File: config.mk
export PLATFORM = sky130hd
export DESIGN_NAME = four_shape_waveform_sample_generator_core_flat
export DESIGN_NICKNAME = d
export VERILOG_FILES = /design/src/fswg_pkg.sv /design/src/fswg_if.sv /design/src/four_shape_waveform_sample_generator_core.sv /design/src/fswg_regs.sv /design/src/fswg_div.sv /design/src/fswg_dp.sv /design/src/fswg_ctrl.sv /design/src/flat_wrapper.sv
export SDC_FILE = /design/constraint.sdc
export NUM_CORES = 1
export LEC_CHECK = 0
export BUFFER_PORTS_ARGS = -buffer_cell sky130_fd_sc_hd__buf_2
export CORE_MARGIN = 2
export CORE_UTILIZATION = 40
export CTS_CLUSTER_DIAMETER = 120
export DETAILED_ROUTE_END_ITERATION = 10
export GPL_ROUTABILITY_DRIVEN = 1
export MAX_ROUTING_LAYER = met4
export PLACE_DENSITY = 0.53
export SYNTH_ARGS = -nofsm -noshare
export SYNTH_HDL_FRONTEND = slang
export SYNTH_SLANG_ARGS = --single-unit
File: constraint.sdc
create_clock -name clk -period 7.1 [get_ports clk]
set_input_delay 1.065 -clock clk [delete_from_list [all_inputs] [get_ports clk]]
set_output_delay 1.065 -clock clk [all_outputs]
set_load 0.02 [all_outputs]
File: src/fswg_pkg.sv
// Shared constants, types and the sine table of the four-shape waveform generator.
`timescale 1ns / 1ps

package fswg_pkg;

  localparam int POINTS     = 128;
  localparam int PT_W       = 7;
  localparam int SAMPLE_W   = 12;
  localparam int DUTY_W     = 8;
  localparam int DIVIDEND_W = 24;
  localparam int DIV_CNT_W  = 5;
  localparam int ADDR_W     = 5;
  localparam int DATA_W     = 32;
  localparam int MRAW_W     = 9;

  localparam logic [SAMPLE_W-1:0] FULL_SCALE = 12'hfff;
  localparam logic [PT_W-1:0]     LAST_POINT = 7'(POINTS - 1);
  localparam logic [DUTY_W-1:0]   DUTY_FULL      = 8'd100;
  localparam logic [DUTY_W-1:0]   DUTY_NEAR_FULL = 8'd99;

  // floor(duty * 128 / 100) = (duty * DUTY_RECIP) >> DUTY_SHIFT for every 8-bit duty.
  localparam logic [15:0] DUTY_RECIP = 16'd41944;
  localparam int          DUTY_SHIFT = 15;

  localparam logic [DIV_CNT_W-1:0] DIV_LAST_STEP = 5'(DIVIDEND_W - 1);

  // Register indexes on the configuration port.
  localparam logic [2:0] REG_WAVE_KIND    = 3'd0;
  localparam logic [2:0] REG_AMPLITUDE    = 3'd1;
  localparam logic [2:0] REG_LOW_LEVEL    = 3'd2;
  localparam logic [2:0] REG_HIGH_LEVEL   = 3'd3;
  localparam logic [2:0] REG_DUTY_PERCENT = 3'd4;

  typedef enum logic [1:0] {
    WAVE_SINE = 2'd0,
    WAVE_RECT = 2'd1,
    WAVE_TRI  = 2'd2,
    WAVE_SAW  = 2'd3
  } wave_kind_t;

  localparam logic [SAMPLE_W-1:0] RST_AMPLITUDE  = 12'd4095;
  localparam logic [SAMPLE_W-1:0] RST_LOW_LEVEL  = 12'd0;
  localparam logic [SAMPLE_W-1:0] RST_HIGH_LEVEL = 12'd4095;
  localparam logic [DUTY_W-1:0]   RST_DUTY       = 8'd50;

  typedef struct packed {
    wave_kind_t            wave_kind;
    logic [SAMPLE_W-1:0]   amplitude;
    logic [SAMPLE_W-1:0]   low_level;
    logic [SAMPLE_W-1:0]   high_level;
    logic [DUTY_W-1:0]     duty_percent;
  } cfg_t;

  typedef struct packed {
    logic accept;
    logic prep;
    logic mul;
    logic cdiv;
    logic out_load;
  } dp_cmd_t;

  typedef struct packed {
    logic is_rect;
    logic is_tri;
    logic div_done;
    logic out_hold;
  } dp_status_t;

  localparam logic [SAMPLE_W-1:0] SINE_ROM [POINTS] = '{
    12'h800, 12'h864, 12'h8c9, 12'h92c, 12'h98f, 12'h9f1, 12'ha52, 12'hab2,
    12'hb0f, 12'hb6b, 12'hbc5, 12'hc1c, 12'hc71, 12'hcc3, 12'hd13, 12'hd5f,
    12'hda7, 12'hded, 12'he2e, 12'he6c, 12'hea6, 12'hedc, 12'hf0d, 12'hf3a,
    12'hf63, 12'hf87, 12'hfa7, 12'hfc2, 12'hfd8, 12'hfe9, 12'hff5, 12'hffd,
    12'hfff, 12'hffd, 12'hff5, 12'hfe9, 12'hfd8, 12'hfc2, 12'hfa7, 12'hf87,
    12'hf63, 12'hf3a, 12'hf0d, 12'hedc, 12'hea6, 12'he6c, 12'he2e, 12'hded,
    12'hda7, 12'hd5f, 12'hd13, 12'hcc3, 12'hc71, 12'hc1c, 12'hbc5, 12'hb6b,
    12'hb0f, 12'hab2, 12'ha52, 12'h9f1, 12'h98f, 12'h92c, 12'h8c9, 12'h864,
    12'h800, 12'h79c, 12'h737, 12'h6d4, 12'h671, 12'h60f, 12'h5ae, 12'h54e,
    12'h4f1, 12'h495, 12'h43b, 12'h3e4, 12'h38f, 12'h33d, 12'h2ed, 12'h2a1,
    12'h259, 12'h213, 12'h1d2, 12'h194, 12'h15a, 12'h124, 12'h0f3, 12'h0c6,
    12'h09d, 12'h079, 12'h059, 12'h03e, 12'h028, 12'h017, 12'h00b, 12'h003,
    12'h001, 12'h003, 12'h00b, 12'h017, 12'h028, 12'h03e, 12'h059, 12'h079,
    12'h09d, 12'h0c6, 12'h0f3, 12'h124, 12'h15a, 12'h194, 12'h1d2, 12'h213,
    12'h259, 12'h2a1, 12'h2ed, 12'h33d, 12'h38f, 12'h3e4, 12'h43b, 12'h495,
    12'h4f1, 12'h54e, 12'h5ae, 12'h60f, 12'h671, 12'h6d4, 12'h737, 12'h79c
  };

endpackage

File: src/fswg_if.sv
// Valid/ready channel interfaces for sample ticks and generated samples.
`timescale 1ns / 1ps

interface fswg_tick_if;
  logic valid;
  logic ready;
  logic restart;

  modport source (output valid, output restart, input ready);
  modport sink (input valid, input restart, output ready);
endinterface

interface fswg_result_if;
  logic                           valid;
  logic                           ready;
  logic [fswg_pkg::SAMPLE_W-1:0]  sample;
  logic [fswg_pkg::PT_W-1:0]      point_index;
  logic                           cycle_end;

  modport source (output valid, output sample, output point_index, output cycle_end,
                  input ready);
  modport sink (input valid, input sample, input point_index, input cycle_end,
                output ready);
endinterface

File: src/four_shape_waveform_sample_generator_core.sv
// Top level of the four-shape waveform sample generator.
`timescale 1ns / 1ps
//
// Each beat on the tick channel is one DAC sample tick. The block answers it
// with one beat on the result channel: the 12-bit code of the current point of
// a 128-point cycle, the point's index, and a flag on the last point. The
// point then advances and wraps; a tick with restart set emits point 0.
// Shape (sine, rectangle, triangle, sawtooth), sine amplitude, low and high
// levels and duty are set through the APB-style register port, with the
// block idle.
// The restoring divider, used only for the triangle's point-dependent divisor,
// makes the triangle the slowest shape; rectangle skips the multiply and the
// division and is the fastest. One tick is in work at a time, so a new tick is
// taken at the earliest in the cycle after the previous result is loaded.
// The result sits in an output register, so a new tick is taken while it
// waits; when the receiver stalls, the next result is held back until the
// register empties and the tick channel stays blocked meanwhile.
// Reset puts the registers at their defaults (sine, full amplitude, levels
// 0 and 4095, duty 50) and the point counter at 0.
//

module four_shape_waveform_sample_generator_core (
  input  logic                          clk,
  input  logic                          rst,
  input  logic                          psel,
  input  logic                          penable,
  input  logic                          pwrite,
  input  logic [fswg_pkg::ADDR_W-1:0]   paddr,
  input  logic [fswg_pkg::DATA_W-1:0]   pwdata,
  output logic [fswg_pkg::DATA_W-1:0]   prdata,
  output logic                          pready,
  fswg_tick_if.sink                     tick,
  fswg_result_if.source                 result
);

  fswg_pkg::cfg_t        cfg;
  fswg_pkg::dp_cmd_t     cmd;
  fswg_pkg::dp_status_t  status;
  logic                  in_ready;

  assign pready     = 1'b1;
  assign tick.ready = in_ready;

  fswg_regs u_regs (
    .clk     (clk),
    .rst     (rst),
    .psel    (psel),
    .penable (penable),
    .pwrite  (pwrite),
    .paddr   (paddr),
    .pwdata  (pwdata),
    .prdata  (prdata),
    .cfg     (cfg)
  );

  fswg_ctrl u_ctrl (
    .clk      (clk),
    .rst      (rst),
    .in_valid (tick.valid),
    .in_ready (in_ready),
    .status   (status),
    .cmd      (cmd)
  );

  fswg_dp u_dp (
    .clk             (clk),
    .rst             (rst),
    .cfg             (cfg),
    .cmd             (cmd),
    .status          (status),
    .in_restart      (tick.restart),
    .out_valid       (result.valid),
    .out_ready       (result.ready),
    .out_sample      (result.sample),
    .out_point_index (result.point_index),
    .out_cycle_end   (result.cycle_end)
  );

endmodule

File: src/fswg_regs.sv
// APB-style configuration registers.
`timescale 1ns / 1ps

module fswg_regs (
  input  logic                          clk,
  input  logic                          rst,
  input  logic                          psel,
  input  logic                          penable,
  input  logic                          pwrite,
  input  logic [fswg_pkg::ADDR_W-1:0]   paddr,
  input  logic [fswg_pkg::DATA_W-1:0]   pwdata,
  output logic [fswg_pkg::DATA_W-1:0]   prdata,
  output fswg_pkg::cfg_t                cfg
);

  logic       wr_en;
  logic [2:0] reg_sel;

  assign wr_en   = psel && penable && pwrite;
  assign reg_sel = paddr[4:2];

  always_ff @(posedge clk) begin
    if (rst) begin
      cfg.wave_kind    <= fswg_pkg::WAVE_SINE;
      cfg.amplitude    <= fswg_pkg::RST_AMPLITUDE;
      cfg.low_level    <= fswg_pkg::RST_LOW_LEVEL;
      cfg.high_level   <= fswg_pkg::RST_HIGH_LEVEL;
      cfg.duty_percent <= fswg_pkg::RST_DUTY;
    end else if (wr_en) begin
      case (reg_sel)
        fswg_pkg::REG_WAVE_KIND:    cfg.wave_kind    <= fswg_pkg::wave_kind_t'(pwdata[1:0]);
        fswg_pkg::REG_AMPLITUDE:    cfg.amplitude    <= pwdata[11:0];
        fswg_pkg::REG_LOW_LEVEL:    cfg.low_level    <= pwdata[11:0];
        fswg_pkg::REG_HIGH_LEVEL:   cfg.high_level   <= pwdata[11:0];
        fswg_pkg::REG_DUTY_PERCENT: cfg.duty_percent <= pwdata[7:0];
        default: begin
        end
      endcase
    end
  end

  always_comb begin
    case (reg_sel)
      fswg_pkg::REG_WAVE_KIND:    prdata = 32'(cfg.wave_kind);
      fswg_pkg::REG_AMPLITUDE:    prdata = 32'(cfg.amplitude);
      fswg_pkg::REG_LOW_LEVEL:    prdata = 32'(cfg.low_level);
      fswg_pkg::REG_HIGH_LEVEL:   prdata = 32'(cfg.high_level);
      fswg_pkg::REG_DUTY_PERCENT: prdata = 32'(cfg.duty_percent);
      default:                    prdata = '0;
    endcase
  end

endmodule

File: src/fswg_div.sv
// Restoring unsigned divider, one quotient bit per cycle.
`timescale 1ns / 1ps

module fswg_div (
  input  logic                               clk,
  input  logic                               rst,
  input  logic                               start,
  input  logic [fswg_pkg::DIVIDEND_W-1:0]    dividend,
  input  logic [fswg_pkg::SAMPLE_W-1:0]      divisor,
  output logic                               done,
  output logic [fswg_pkg::DIVIDEND_W-1:0]    quotient
);

  logic                               busy;
  logic [fswg_pkg::DIV_CNT_W-1:0]     step;
  logic [fswg_pkg::SAMPLE_W-1:0]      rem;
  logic [fswg_pkg::SAMPLE_W-1:0]      den;
  logic [fswg_pkg::SAMPLE_W:0]        trial;
  logic [fswg_pkg::SAMPLE_W:0]        diff;
  logic                               fits;

  // The partial remainder always stays below the divisor, so 12 bits hold it.
  assign trial = {rem, quotient[fswg_pkg::DIVIDEND_W-1]};
  assign diff  = trial - {1'b0, den};
  assign fits  = (trial >= {1'b0, den});
  assign done  = busy && (step == fswg_pkg::DIV_LAST_STEP);

  always_ff @(posedge clk) begin
    if (rst) begin
      busy <= 1'b0;
      step <= '0;
    end else if (start) begin
      busy <= 1'b1;
      step <= '0;
    end else if (busy) begin
      step <= step + 1'b1;
      if (done) begin
        busy <= 1'b0;
      end
    end
  end

  always_ff @(posedge clk) begin
    if (start) begin
      quotient <= dividend;
      rem      <= '0;
      den      <= divisor;
    end else if (busy) begin
      rem      <= fits ? diff[fswg_pkg::SAMPLE_W-1:0] : trial[fswg_pkg::SAMPLE_W-1:0];
      quotient <= {quotient[fswg_pkg::DIVIDEND_W-2:0], fits};
    end
  end

endmodule

File: src/fswg_dp.sv
// Datapath: phase counter, operand setup, multiplier, divider and output register.
`timescale 1ns / 1ps

module fswg_dp (
  input  logic                              clk,
  input  logic                              rst,
  input  fswg_pkg::cfg_t                    cfg,
  input  fswg_pkg::dp_cmd_t                 cmd,
  output fswg_pkg::dp_status_t              status,
  input  logic                              in_restart,
  output logic                              out_valid,
  input  logic                              out_ready,
  output logic [fswg_pkg::SAMPLE_W-1:0]     out_sample,
  output logic [fswg_pkg::PT_W-1:0]         out_point_index,
  output logic                              out_cycle_end
);

  logic [fswg_pkg::PT_W-1:0]        phase;
  logic [fswg_pkg::PT_W-1:0]        pt;
  logic [fswg_pkg::PT_W-1:0]        pt_sel;

  logic [fswg_pkg::DIVIDEND_W-1:0]  duty_prod;
  logic [fswg_pkg::MRAW_W-1:0]      m_raw;
  logic [fswg_pkg::PT_W-1:0]        m;
  logic [fswg_pkg::PT_W:0]          fall_den;

  logic signed [fswg_pkg::SAMPLE_W:0] span;
  logic [fswg_pkg::SAMPLE_W-1:0]    span_mag;
  logic                             rising;
  logic                             rect_high;
  logic [fswg_pkg::PT_W-1:0]        k_sel;
  logic [fswg_pkg::SAMPLE_W-1:0]    den_sel;
  logic [fswg_pkg::SAMPLE_W-1:0]    base_sel;
  logic                             minus_sel;

  logic [fswg_pkg::SAMPLE_W-1:0]    op_a;
  logic [fswg_pkg::SAMPLE_W-1:0]    op_b;
  logic [fswg_pkg::SAMPLE_W-1:0]    den;
  logic [fswg_pkg::SAMPLE_W-1:0]    base;
  logic                             minus;
  logic [fswg_pkg::SAMPLE_W-1:0]    rect_val;

  logic [fswg_pkg::DIVIDEND_W-1:0]  product;
  logic [fswg_pkg::DIVIDEND_W-1:0]  quotient;
  logic                             div_done;
  logic                             is_tri;

  logic [fswg_pkg::DIVIDEND_W-1:0]  prod_q;
  logic [fswg_pkg::SAMPLE_W-1:0]    sine_q0;
  logic [fswg_pkg::SAMPLE_W:0]      sine_r0;
  logic [fswg_pkg::SAMPLE_W-1:0]    sine_q;
  logic [fswg_pkg::SAMPLE_W-1:0]    saw_q0;
  logic [fswg_pkg::SAMPLE_W:0]      saw_r0;
  logic [fswg_pkg::SAMPLE_W-fswg_pkg::PT_W:0] saw_q1;
  logic [fswg_pkg::PT_W:0]          saw_r1;
  logic [fswg_pkg::SAMPLE_W-1:0]    saw_q;
  logic [fswg_pkg::SAMPLE_W-1:0]    const_q;
  logic [fswg_pkg::SAMPLE_W-1:0]    cq;
  logic [fswg_pkg::SAMPLE_W-1:0]    q_sel;

  logic signed [fswg_pkg::SAMPLE_W+2:0] base_s;
  logic signed [fswg_pkg::SAMPLE_W+2:0] q_s;
  logic signed [fswg_pkg::SAMPLE_W+2:0] sum;
  logic [fswg_pkg::SAMPLE_W-1:0]    shaped;
  logic [fswg_pkg::SAMPLE_W-1:0]    final_sample;

  assign pt_sel = in_restart ? '0 : phase;
  assign is_tri = (cfg.wave_kind == fswg_pkg::WAVE_TRI);

  always_ff @(posedge clk) begin
    if (rst) begin
      phase <= '0;
    end else if (cmd.accept) begin
      phase <= pt_sel + 1'b1;
    end
  end

  always_ff @(posedge clk) begin
    if (cmd.accept) begin
      pt <= pt_sel;
    end
  end

  // Rise share of the cycle, kept current with the duty register.
  assign duty_prod = fswg_pkg::DIVIDEND_W'(cfg.duty_percent)
                   * fswg_pkg::DIVIDEND_W'(fswg_pkg::DUTY_RECIP);

  always_ff @(posedge clk) begin
    m_raw <= duty_prod[fswg_pkg::DUTY_SHIFT +: fswg_pkg::MRAW_W];
  end

  always_comb begin
    if (m_raw == '0) begin
      m = 7'd1;
    end else if (m_raw > fswg_pkg::MRAW_W'(fswg_pkg::LAST_POINT)) begin
      m = fswg_pkg::LAST_POINT;
    end else begin
      m = m_raw[fswg_pkg::PT_W-1:0];
    end
  end

  assign fall_den = 8'(fswg_pkg::POINTS) - {1'b0, m};
  assign span     = $signed({1'b0, cfg.high_level}) - $signed({1'b0, cfg.low_level});
  assign span_mag = span[fswg_pkg::SAMPLE_W] ? fswg_pkg::SAMPLE_W'(-span)
                                             : span[fswg_pkg::SAMPLE_W-1:0];
  assign rising   = (pt < m);

  always_comb begin
    if (cfg.duty_percent >= fswg_pkg::DUTY_FULL) begin
      rect_high = 1'b1;
    end else if (cfg.duty_percent == '0) begin
      rect_high = 1'b0;
    end else if (cfg.duty_percent == fswg_pkg::DUTY_NEAR_FULL) begin
      rect_high = (pt != '0);
    end else begin
      rect_high = ({2'b00, pt} < m_raw);
    end
  end

  always_comb begin
    k_sel     = pt;
    den_sel   = 12'(fswg_pkg::LAST_POINT);
    base_sel  = cfg.low_level;
    minus_sel = span[fswg_pkg::SAMPLE_W];
    case (cfg.wave_kind)
      fswg_pkg::WAVE_SINE: begin
        den_sel   = fswg_pkg::FULL_SCALE;
        base_sel  = '0;
        minus_sel = 1'b0;
      end
      fswg_pkg::WAVE_TRI: begin
        if (rising) begin
          den_sel = 12'(m);
        end else begin
          // The falling edge runs down from the high level.
          k_sel     = pt - m;
          den_sel   = 12'(fall_den);
          base_sel  = cfg.high_level;
          minus_sel = ~span[fswg_pkg::SAMPLE_W];
        end
      end
      default: begin
      end
    endcase
  end

  always_ff @(posedge clk) begin
    if (cmd.prep) begin
      if (cfg.wave_kind == fswg_pkg::WAVE_SINE) begin
        op_a <= cfg.amplitude;
        op_b <= fswg_pkg::SINE_ROM[pt];
      end else begin
        op_a <= span_mag;
        op_b <= 12'(k_sel);
      end
      den      <= den_sel;
      base     <= base_sel;
      minus    <= minus_sel;
      rect_val <= rect_high ? cfg.high_level : cfg.low_level;
    end
  end

  assign product = fswg_pkg::DIVIDEND_W'(op_a) * fswg_pkg::DIVIDEND_W'(op_b);

  // Only the triangle has a divisor that changes with the point.
  fswg_div u_div (
    .clk      (clk),
    .rst      (rst),
    .start    (cmd.mul && is_tri),
    .dividend (product),
    .divisor  (den),
    .done     (div_done),
    .quotient (quotient)
  );

  always_ff @(posedge clk) begin
    if (cmd.mul) begin
      prod_q <= product;
    end
  end

  // Division by 4095: x = q0*4096 + lo = q0*4095 + (q0 + lo), and q0 + lo is at most
  // twice 4095, so two compares finish the quotient.
  assign sine_q0 = prod_q[fswg_pkg::DIVIDEND_W-1:fswg_pkg::SAMPLE_W];
  assign sine_r0 = {1'b0, prod_q[fswg_pkg::SAMPLE_W-1:0]} + {1'b0, sine_q0};
  assign sine_q  = sine_q0
                 + fswg_pkg::SAMPLE_W'(sine_r0 >= {1'b0, fswg_pkg::FULL_SCALE})
                 + fswg_pkg::SAMPLE_W'(sine_r0 >= {fswg_pkg::FULL_SCALE, 1'b0});

  // Division by 127 folds the same way twice; the second remainder stays below 2*127.
  assign saw_q0 = prod_q[fswg_pkg::SAMPLE_W+fswg_pkg::PT_W-1:fswg_pkg::PT_W];
  assign saw_r0 = (fswg_pkg::SAMPLE_W+1)'(prod_q[fswg_pkg::PT_W-1:0]) + {1'b0, saw_q0};
  assign saw_q1 = saw_r0[fswg_pkg::SAMPLE_W:fswg_pkg::PT_W];
  assign saw_r1 = {1'b0, saw_r0[fswg_pkg::PT_W-1:0]} + (fswg_pkg::PT_W+1)'(saw_q1);
  assign saw_q  = saw_q0 + fswg_pkg::SAMPLE_W'(saw_q1)
                + fswg_pkg::SAMPLE_W'(saw_r1 >= {1'b0, fswg_pkg::LAST_POINT});

  assign const_q = (cfg.wave_kind == fswg_pkg::WAVE_SINE) ? sine_q : saw_q;

  always_ff @(posedge clk) begin
    if (cmd.cdiv) begin
      cq <= const_q;
    end
  end

  assign q_sel = is_tri ? quotient[fswg_pkg::SAMPLE_W-1:0] : cq;

  // Every quotient is bounded by the 12-bit span or by full scale.
  assign base_s = $signed({3'b000, base});
  assign q_s    = $signed({3'b000, q_sel});
  assign sum    = minus ? (base_s - q_s) : (base_s + q_s);

  always_comb begin
    if (sum < 0) begin
      shaped = '0;
    end else if (sum > $signed(15'(fswg_pkg::FULL_SCALE))) begin
      shaped = fswg_pkg::FULL_SCALE;
    end else begin
      shaped = sum[fswg_pkg::SAMPLE_W-1:0];
    end
  end

  assign final_sample = (cfg.wave_kind == fswg_pkg::WAVE_RECT) ? rect_val : shaped;

  always_ff @(posedge clk) begin
    if (rst) begin
      out_valid <= 1'b0;
    end else if (cmd.out_load) begin
      out_valid <= 1'b1;
    end else if (out_ready) begin
      out_valid <= 1'b0;
    end
  end

  always_ff @(posedge clk) begin
    if (cmd.out_load) begin
      out_sample      <= final_sample;
      out_point_index <= pt;
      out_cycle_end   <= (pt == fswg_pkg::LAST_POINT);
    end
  end

  assign status.is_rect  = (cfg.wave_kind == fswg_pkg::WAVE_RECT);
  assign status.is_tri   = is_tri;
  assign status.div_done = div_done;
  assign status.out_hold = out_valid && !out_ready;

endmodule

File: src/fswg_ctrl.sv
// Sequencing state machine for one sample: setup, multiply and divide (skipped for rectangle), write out.
`timescale 1ns / 1ps

module fswg_ctrl (
  input  logic                  clk,
  input  logic                  rst,
  input  logic                  in_valid,
  output logic                  in_ready,
  input  fswg_pkg::dp_status_t  status,
  output fswg_pkg::dp_cmd_t     cmd
);

  typedef enum logic [2:0] {
    ST_IDLE,
    ST_PREP,
    ST_MUL,
    ST_DIV,
    ST_CDIV,
    ST_FIN
  } state_t;

  state_t state;

  assign in_ready     = (state == ST_IDLE);
  assign cmd.accept   = in_ready && in_valid;
  assign cmd.prep     = (state == ST_PREP);
  assign cmd.mul      = (state == ST_MUL);
  assign cmd.cdiv     = (state == ST_CDIV);
  assign cmd.out_load = (state == ST_FIN) && !status.out_hold;

  always_ff @(posedge clk) begin
    if (rst) begin
      state <= ST_IDLE;
    end else begin
      case (state)
        ST_IDLE: begin
          if (in_valid) begin
            state <= ST_PREP;
          end
        end
        ST_PREP: begin
          // Rectangle needs no arithmetic beyond the setup compare.
          state <= status.is_rect ? ST_FIN : ST_MUL;
        end
        ST_MUL: begin
          // Sine and sawtooth divide by a constant in a single step.
          state <= status.is_tri ? ST_DIV : ST_CDIV;
        end
        ST_DIV: begin
          if (status.div_done) begin
            state <= ST_FIN;
          end
        end
        ST_CDIV: begin
          state <= ST_FIN;
        end
        ST_FIN: begin
          if (!status.out_hold) begin
            state <= ST_IDLE;
          end
        end
        default: begin
          state <= ST_IDLE;
        end
      endcase
    end
  end

endmodule

File: src/flat_wrapper.sv
// flat-port wrapper written by rule: the top's interface ports become plain ports
module four_shape_waveform_sample_generator_core_flat 
  (clk, rst, psel, penable, pwrite, paddr, pwdata, prdata, pready, tick_valid, tick_restart, tick_ready, result_valid, result_sample, result_point_index, result_cycle_end, result_ready);
  fswg_tick_if tick_i ();
  fswg_result_if result_i ();
  input  logic clk;
  input  logic rst;
  input  logic psel;
  input  logic penable;
  input  logic pwrite;
  input  logic [fswg_pkg::ADDR_W-1:0] paddr;
  input  logic [fswg_pkg::DATA_W-1:0] pwdata;
  output logic [fswg_pkg::DATA_W-1:0] prdata;
  output logic pready;
  input wire logic [$bits(tick_i.valid)-1:0] tick_valid;
  input wire logic [$bits(tick_i.restart)-1:0] tick_restart;
  output wire logic [$bits(tick_i.ready)-1:0] tick_ready;
  output wire logic [$bits(result_i.valid)-1:0] result_valid;
  output wire logic [$bits(result_i.sample)-1:0] result_sample;
  output wire logic [$bits(result_i.point_index)-1:0] result_point_index;
  output wire logic [$bits(result_i.cycle_end)-1:0] result_cycle_end;
  input wire logic [$bits(result_i.ready)-1:0] result_ready;
  assign tick_i.valid = tick_valid;
  assign tick_i.restart = tick_restart;
  assign tick_ready = tick_i.ready;
  assign result_valid = result_i.valid;
  assign result_sample = result_i.sample;
  assign result_point_index = result_i.point_index;
  assign result_cycle_end = result_i.cycle_end;
  assign result_i.ready = result_ready;
  four_shape_waveform_sample_generator_core u_core (.clk(clk), .rst(rst), .psel(psel), .penable(penable), .pwrite(pwrite), .paddr(paddr), .pwdata(pwdata), .prdata(prdata), .pready(pready), .tick(tick_i), .result(result_i));
endmodule
==> impl_metrics.env, run 1 <==
export IMPL_outcome="finished, final reports clean"
export IMPL_hold_viol=0
export IMPL_ys_ff_latch=238
export IMPL_critical_path_max_stage_delay_ps=470
export IMPL_die_h_um=242.0
export IMPL_hpwlAfterDp_um=46760
export IMPL_syn_area_per_cell_sq_um=8.831
export IMPL_n_antenna_cell=0
export IMPL_firstDrtPassIters=5
export IMPL_htree_levels=1
export IMPL_drc=0
export IMPL_fmax_ghz=0.1584
export IMPL_final_common_cell="nand2_1"
export IMPL_fin_ws_ps=785.2
export IMPL_worstPathRequired_ps=7430
export IMPL_synth_flop_cell="edfxtp_1"
export IMPL_io_pins=100
export IMPL_num_rows=87
export IMPL_start_util_pct=40.33
export IMPL_vias_per_cell=5.460
export IMPL_synth_top_area_share_pct=20.42
export IMPL_grtUsageTotal_pct=21.54
export IMPL_cts_tree="yes"
export IMPL_drt_iter0_markers=1299
export IMPL_grt_setup_unrepaired="false"
export IMPL_cts_max_path_buffers=3
export IMPL_postSynthCellCount=2565
export IMPL_post_route_period_util_pct=88.94
export IMPL_die_w_um=242.0
export IMPL_irDropWorstVdd_mv=0.4399
export IMPL_vias=18150
export IMPL_place_gp_congestion=0.8924
export IMPL_holdCritPathClass="flip-flop to flip-flop"
export IMPL_design_area_sq_um=24460
export IMPL_holdPathStages=0
export IMPL_yosys_area_top_type="edfxtp_1"
export IMPL_placedInstanceArea_sq_um=23520
export IMPL_drv_cap=0
export IMPL_tns_ps=0
export IMPL_post_place_ws_ps=775.6
export IMPL_clk_latency_ps=610
export IMPL_cts_made_buffers=29
export IMPL_die_area_sq_um=58550
export IMPL_antenna_found_initial=1
export IMPL_finClkSkew_ps=29.12
export IMPL_syn_to_final_growth_pct=7.993
export IMPL_setup_violations=0
export IMPL_cellPowerDensity_nw_per_um2=380.5
export IMPL_end_kind="flip-flop"
export IMPL_synth_edf_count=154
export IMPL_synth_area_sq_um=22650
export IMPL_port_buffers=56
export IMPL_nets=2961
export IMPL_async_flop_share_pct=0
export IMPL_cp_arrival_ps=6650
export IMPL_post_cts_setup_buffers=0
export IMPL_cts_clk_slew_worst_paths_ps=70
export IMPL_drive_gt1_share_pct=7.396
export IMPL_slew_headroom_pct=23.61
export IMPL_cts_hold_fix_buffers=0
export IMPL_cp_common_cell="a21oi_1"
export IMPL_yosysWarnings=0
export IMPL_ctsResizeCount=0
export IMPL_slew_violations=0
export IMPL_power_mw=9.307
export IMPL_grt_max_degree=84
export IMPL_r2r_cells=28
export IMPL_tightest_slew_ps=1141
export IMPL_min_period_ps=6315
export IMPL_grt_pass1_wl_um=99060
export IMPL_routed_wirelength_um=61640
export IMPL_p_leak_nw=10.48
export IMPL_synth_area_leaders="edfxtp_1 (20%), ha_1 (13%), fa_1 (12%)"
export IMPL_slowest_stage="fa_1"
export IMPL_ant_nets=0
export IMPL_root_buffer="clkbuf_16"
export IMPL_wl_per_cell_um=18.54
export IMPL_yosysUniqueCellTypes=89
export IMPL_critPathLaunchType="flip-flop"
export IMPL_final_util_pct=43.55
export IMPL_cp_max_fo=4
export IMPL_cts_sinks=238
export IMPL_seq_area_frac_synth_pct=27.84
export IMPL_path_class="flip-flop to flip-flop"
export IMPL_grt_pass1_vias=17800
export IMPL_core_area_sq_um=56170
export IMPL_final_cell_mix="nand2_1 (357), inv_1 (255), ha_1 (236)"
export IMPL_gr_total_overflow=0
## power breakdown
group	total (mW)	internal [mW]	switching [mW]
clock	1.49	0.840	0.649
sequential	2.02	1.83	0.188
combinational	5.80	2.41	3.39
total	9.31	5.08	4.23
## per-layer routing
layer  vias to the layer above  GRT usage (%)  part of all wire [%]
met4                         0          4.031                   1.7
met3                        73          1.905                   4.1
met5                         -              -                     0
li1                       8810              -                     -
met1                      8856          29.98                    48
met2                       414          34.56                    46
## cells in the mapped netlist, drive strengths merged (5+ instances only)
library cell	count
or2	11
fa	134
a21boi	6
or3	6
clkbuf	107
nand3b	10
dfxtp	84
o41ai	5
a21o	25
a31oi	27
nor3b	7
a211o	32
a2111oi	6
nor3	44
xor2	36
inv	257
buf	42
a22oi	23
nand2	357
o22ai	24
o21a	18
a21oi	159
nor2	169
a211oi	21
o211ai	20
a32o	6
and2	48
a22o	9
nor2b	55
edfxtp	154
a311oi	13
xnor2	78
mux2i	20
nand4	12
o2111ai	6
o311ai	7
nand2b	19
o21ai	131
and3	13
ha	236
o21bai	14
o31ai	6
mux2	24
nand3	30
mux4	5
## cell families after synthesis
logic type / count (synthesis) / share of synthesized area (%)
compound gates: 589 / 17.09
xor+xnor: 114 / 4.408
fa+ha+maj: 371 / 24.92
buf+inv: 407 / 7.170
flops: 238 / 27.84
mux: 49 / 2.574
other cells: 2 / 0.03315
simple gates: 795 / 15.96
## layout make-up
class	instances	area [sq um]
Fill cell	5617	31710
Multi-Input combinational cell	1939	14840
Sequential cell	238	6306
Inverter	258	968.4
Tap cell	756	945.9
Clock buffer	33	750.7
Timing Repair Buffer	80	460.4
Clock inverter	21	195.2
## critical path: cells and delay by family (launching register included)
family          cells  cell delay [ps]
flops               1              440
xor+xnor            2              560
simple gates        4              450
compound gates     13             2160
fa+ha+maj           5             1900
buf+inv             3              250
mux                 1              270
## registers in the layout, summed over array words and instances (netlist names), 9 cells and up
register,cells
u_core.u_regs.cfg,46
u_core.u_dp.prod_q,24
u_core.u_dp.u_div.quotient,24
u_core.u_dp.base,12
u_core.u_dp.cq,12
u_core.u_dp.op_a,12
u_core.u_dp.op_b,12
u_core.u_dp.out_sample,12
u_core.u_dp.rect_val,12
u_core.u_dp.u_div.rem,12
u_core.u_dp.den,9
u_core.u_dp.m_raw,9
u_core.u_dp.u_div.den,9
## stage by stage
step / instances / hold slack (ps)
floorplan: 2584 / 400.3
finish: 3325 / 420.4
detailed placement: 3271 / 406.3
global route: 3325 / 425.1
global placement: 3271 / 406.6
CTS: 3325 / 420.1
## final timing paths
check / slack, ps / start / end
setup / recovery: 790 / u_core.u_dp.prod_q[7] / u_core.u_dp.cq[10]
hold / removal: 420 / u_core.u_dp.den[10] / u_core.u_dp.u_div.den[10]
setup reg to reg: 790 / u_core.u_dp.prod_q[7] / u_core.u_dp.cq[10]
hold reg to reg: 420 / u_core.u_dp.den[10] / u_core.u_dp.u_div.den[10]
No activity file was read; power rests on OpenSTA's default activity.
==> run 2, diff against run 1 <==
--- a/config.mk
+++ b/config.mk
@@ -8,6 +8,7 @@
 export BUFFER_PORTS_ARGS = -buffer_cell sky130_fd_sc_hd__buf_2
 export CORE_MARGIN = 2
 export CORE_UTILIZATION = 40
+export CTS_BUF_LIST = sky130_fd_sc_hd__clkbuf_4
 export CTS_CLUSTER_DIAMETER = 120
 export DETAILED_ROUTE_END_ITERATION = 10
 export GPL_ROUTABILITY_DRIVEN = 1
==> impl_metrics.env, run 2 (synthesis results as in run 1) <==
export IMPL_power_net_switching_mw=4.221
export IMPL_design_area_sq_um=24480
export IMPL_core_area_sq_um=56170
export IMPL_share_comb_of_total_power_pct=62.9
export IMPL_hold_viol=0
export IMPL_fmax_ghz=0.1580
export IMPL_p_leak_nw=10.60
export IMPL_slew_headroom_pct=20.10
export IMPL_cts_hold_fix_buffers=0
export IMPL_grt_pass1_wl_um=99500
export IMPL_wl_per_cell_um=18.21
export IMPL_grtUsageTotal_pct=21.86
export IMPL_irDropWorstVdd_mv=0.4140
export IMPL_die_h_um=242.0
export IMPL_grt_setup_unrepaired="false"
export IMPL_htree_levels=3
export IMPL_grt_max_degree=84
export IMPL_r2r_start="u_core.u_dp.prod_q[7]"
export IMPL_routed_wirelength_um=61980
export IMPL_cts_made_buffers=71
export IMPL_die_area_sq_um=58550
export IMPL_critPathLaunchType="flip-flop"
export IMPL_tns_ps=0
export IMPL_drt_iter0_markers=1266
export IMPL_startpoint="u_core.u_dp.prod_q[7]"
export IMPL_pwr_share_clk_pct=15.2
export IMPL_end_kind="flip-flop"
export IMPL_placedInstanceArea_sq_um=23520
export IMPL_fin_cells=3404
export IMPL_clk_latency_ps=790
export IMPL_start_util_pct=40.33
export IMPL_nets=3003
export IMPL_antenna_found_initial=2
export IMPL_finClkSkew_ps=76.53
export IMPL_place_gp_congestion=0.8924
export IMPL_vias=18340
export IMPL_min_period_ps=6328
export IMPL_setup_violations=0
export IMPL_slew_violations=0
export IMPL_cts_sinks=238
export IMPL_cts_tree="yes"
export IMPL_largest_register_ffs=46
export IMPL_power_mw=9.200
export IMPL_post_cts_setup_buffers=0
export IMPL_swShare_pct=45.88
export IMPL_internal_power_mw=4.979
export IMPL_holdPathStages=0
export IMPL_dp_cells=3271
export IMPL_num_rows=87
export IMPL_hpwlAfterDp_um=46760
export IMPL_cts_max_path_buffers=3
export IMPL_ctsResizeCount=0
export IMPL_drc=0
export IMPL_drive_gt1_share_pct=9.860
export IMPL_final_util_pct=43.59
export IMPL_die_w_um=242.0
export IMPL_io_pins=100
export IMPL_firstDrtPassIters=6
export IMPL_regMostFlops="u_core.u_regs.cfg"
export IMPL_r2r_cells=27
export IMPL_final_common_cell="nand2_1"
export IMPL_post_route_period_util_pct=89.13
export IMPL_path_class="flip-flop to flip-flop"
export IMPL_min_from="u_core.u_dp.den[10]"
export IMPL_grt_pass1_vias=18220
export IMPL_port_buffers=56
export IMPL_seqPwrFrac_pct=21.9
export IMPL_cts_clk_slew_worst_paths_ps=70
export IMPL_holdCritPathClass="flip-flop to flip-flop"
export IMPL_cp_max_fo=4
export IMPL_syn_to_final_growth_pct=8.081
export IMPL_reg_top3="u_core.u_regs.cfg x46, u_core.u_dp.prod_q x24, u_core.u_dp.u_div.quotient x24"
export IMPL_outcome="finished, final reports clean"
export IMPL_drv_cap=0
export IMPL_ant_nets=0
export IMPL_cp_arrival_ps=6780
export IMPL_tightest_slew_ps=1193
export IMPL_cellPowerDensity_nw_per_um2=375.8
export IMPL_worstPathRequired_ps=7550
export IMPL_final_cell_mix="nand2_1 (357), inv_1 (255), ha_1 (236)"
export IMPL_vias_per_cell=5.387
export IMPL_root_buffer="clkbuf_4"
export IMPL_gr_total_overflow=0
run 2: power by group through the flow:
stage | Sequential, mW | Clock (mW) | Combinational [mW]
detailed placement | 2.04 | 0 | 5.76
global placement | 2.04 | 0 | 5.67
global route | 2.03 | 1.54 | 6.58
floorplan | 1.93 | 0 | 4.49
CTS | 2.02 | 1.46 | 5.81
finish | 2.02 | 1.40 | 5.78
run 2: stage by stage:
step,hold WS (ps),setup WS (ps)
finish,417.5,772.0
global route,425.5,347.6
CTS,400.4,750.4
detailed placement,406.3,775.6
global placement,406.6,885.0
floorplan,400.3,1473
run 2: area by class of cell:
cell class / count / area [sq um]
Fill cell: 5639 / 31690
Multi-Input combinational cell: 1939 / 14840
Sequential cell: 238 / 6306
Inverter: 258 / 968.4
Tap cell: 756 / 945.9
Clock buffer: 108 / 810.8
Timing Repair Buffer: 80 / 460.4
Clock inverter: 24 / 152.6
Antenna cell: 1 / 2.502
run 2: worst paths after layout:
kind	end	slack [ps]
max	u_core.u_dp.cq[6]	770
min reg2reg	u_core.u_dp.u_div.den[10]	420
max reg2reg	u_core.u_dp.cq[6]	770
min	u_core.u_dp.u_div.den[10]	420
run 2: worst max-delay path, stage by stage (launching register included):
cell      delay, ps
edfxtp_1        450
ha_1            210
inv_1            50
fa_1            400
nor2b_1         130
o21a_1          130
o21ai_0         110
a21oi_1         190
or2_2           160
nand2_1          60
xnor2_1         410
inv_1           130
fa_1            470
inv_1            70
a21oi_1          60
o21bai_1        220
a21oi_1         120
mux2_2          270
a221oi_1        310
o32ai_1         150
fa_1            410
fa_1            420
a21o_1          200
a21oi_1         210
o21bai_1         90
a21oi_1         280
xor2_1          180
o21ai_0         120
run 2: per-layer routing:
metal,global-route usage (%),up-vias,share of wire [%]
met5,-,-,0
met4,5.919,0,1.9
met3,2.980,82,5.2
met2,34.21,442,46
met1,29.75,8863,47
li1,-,8952,-
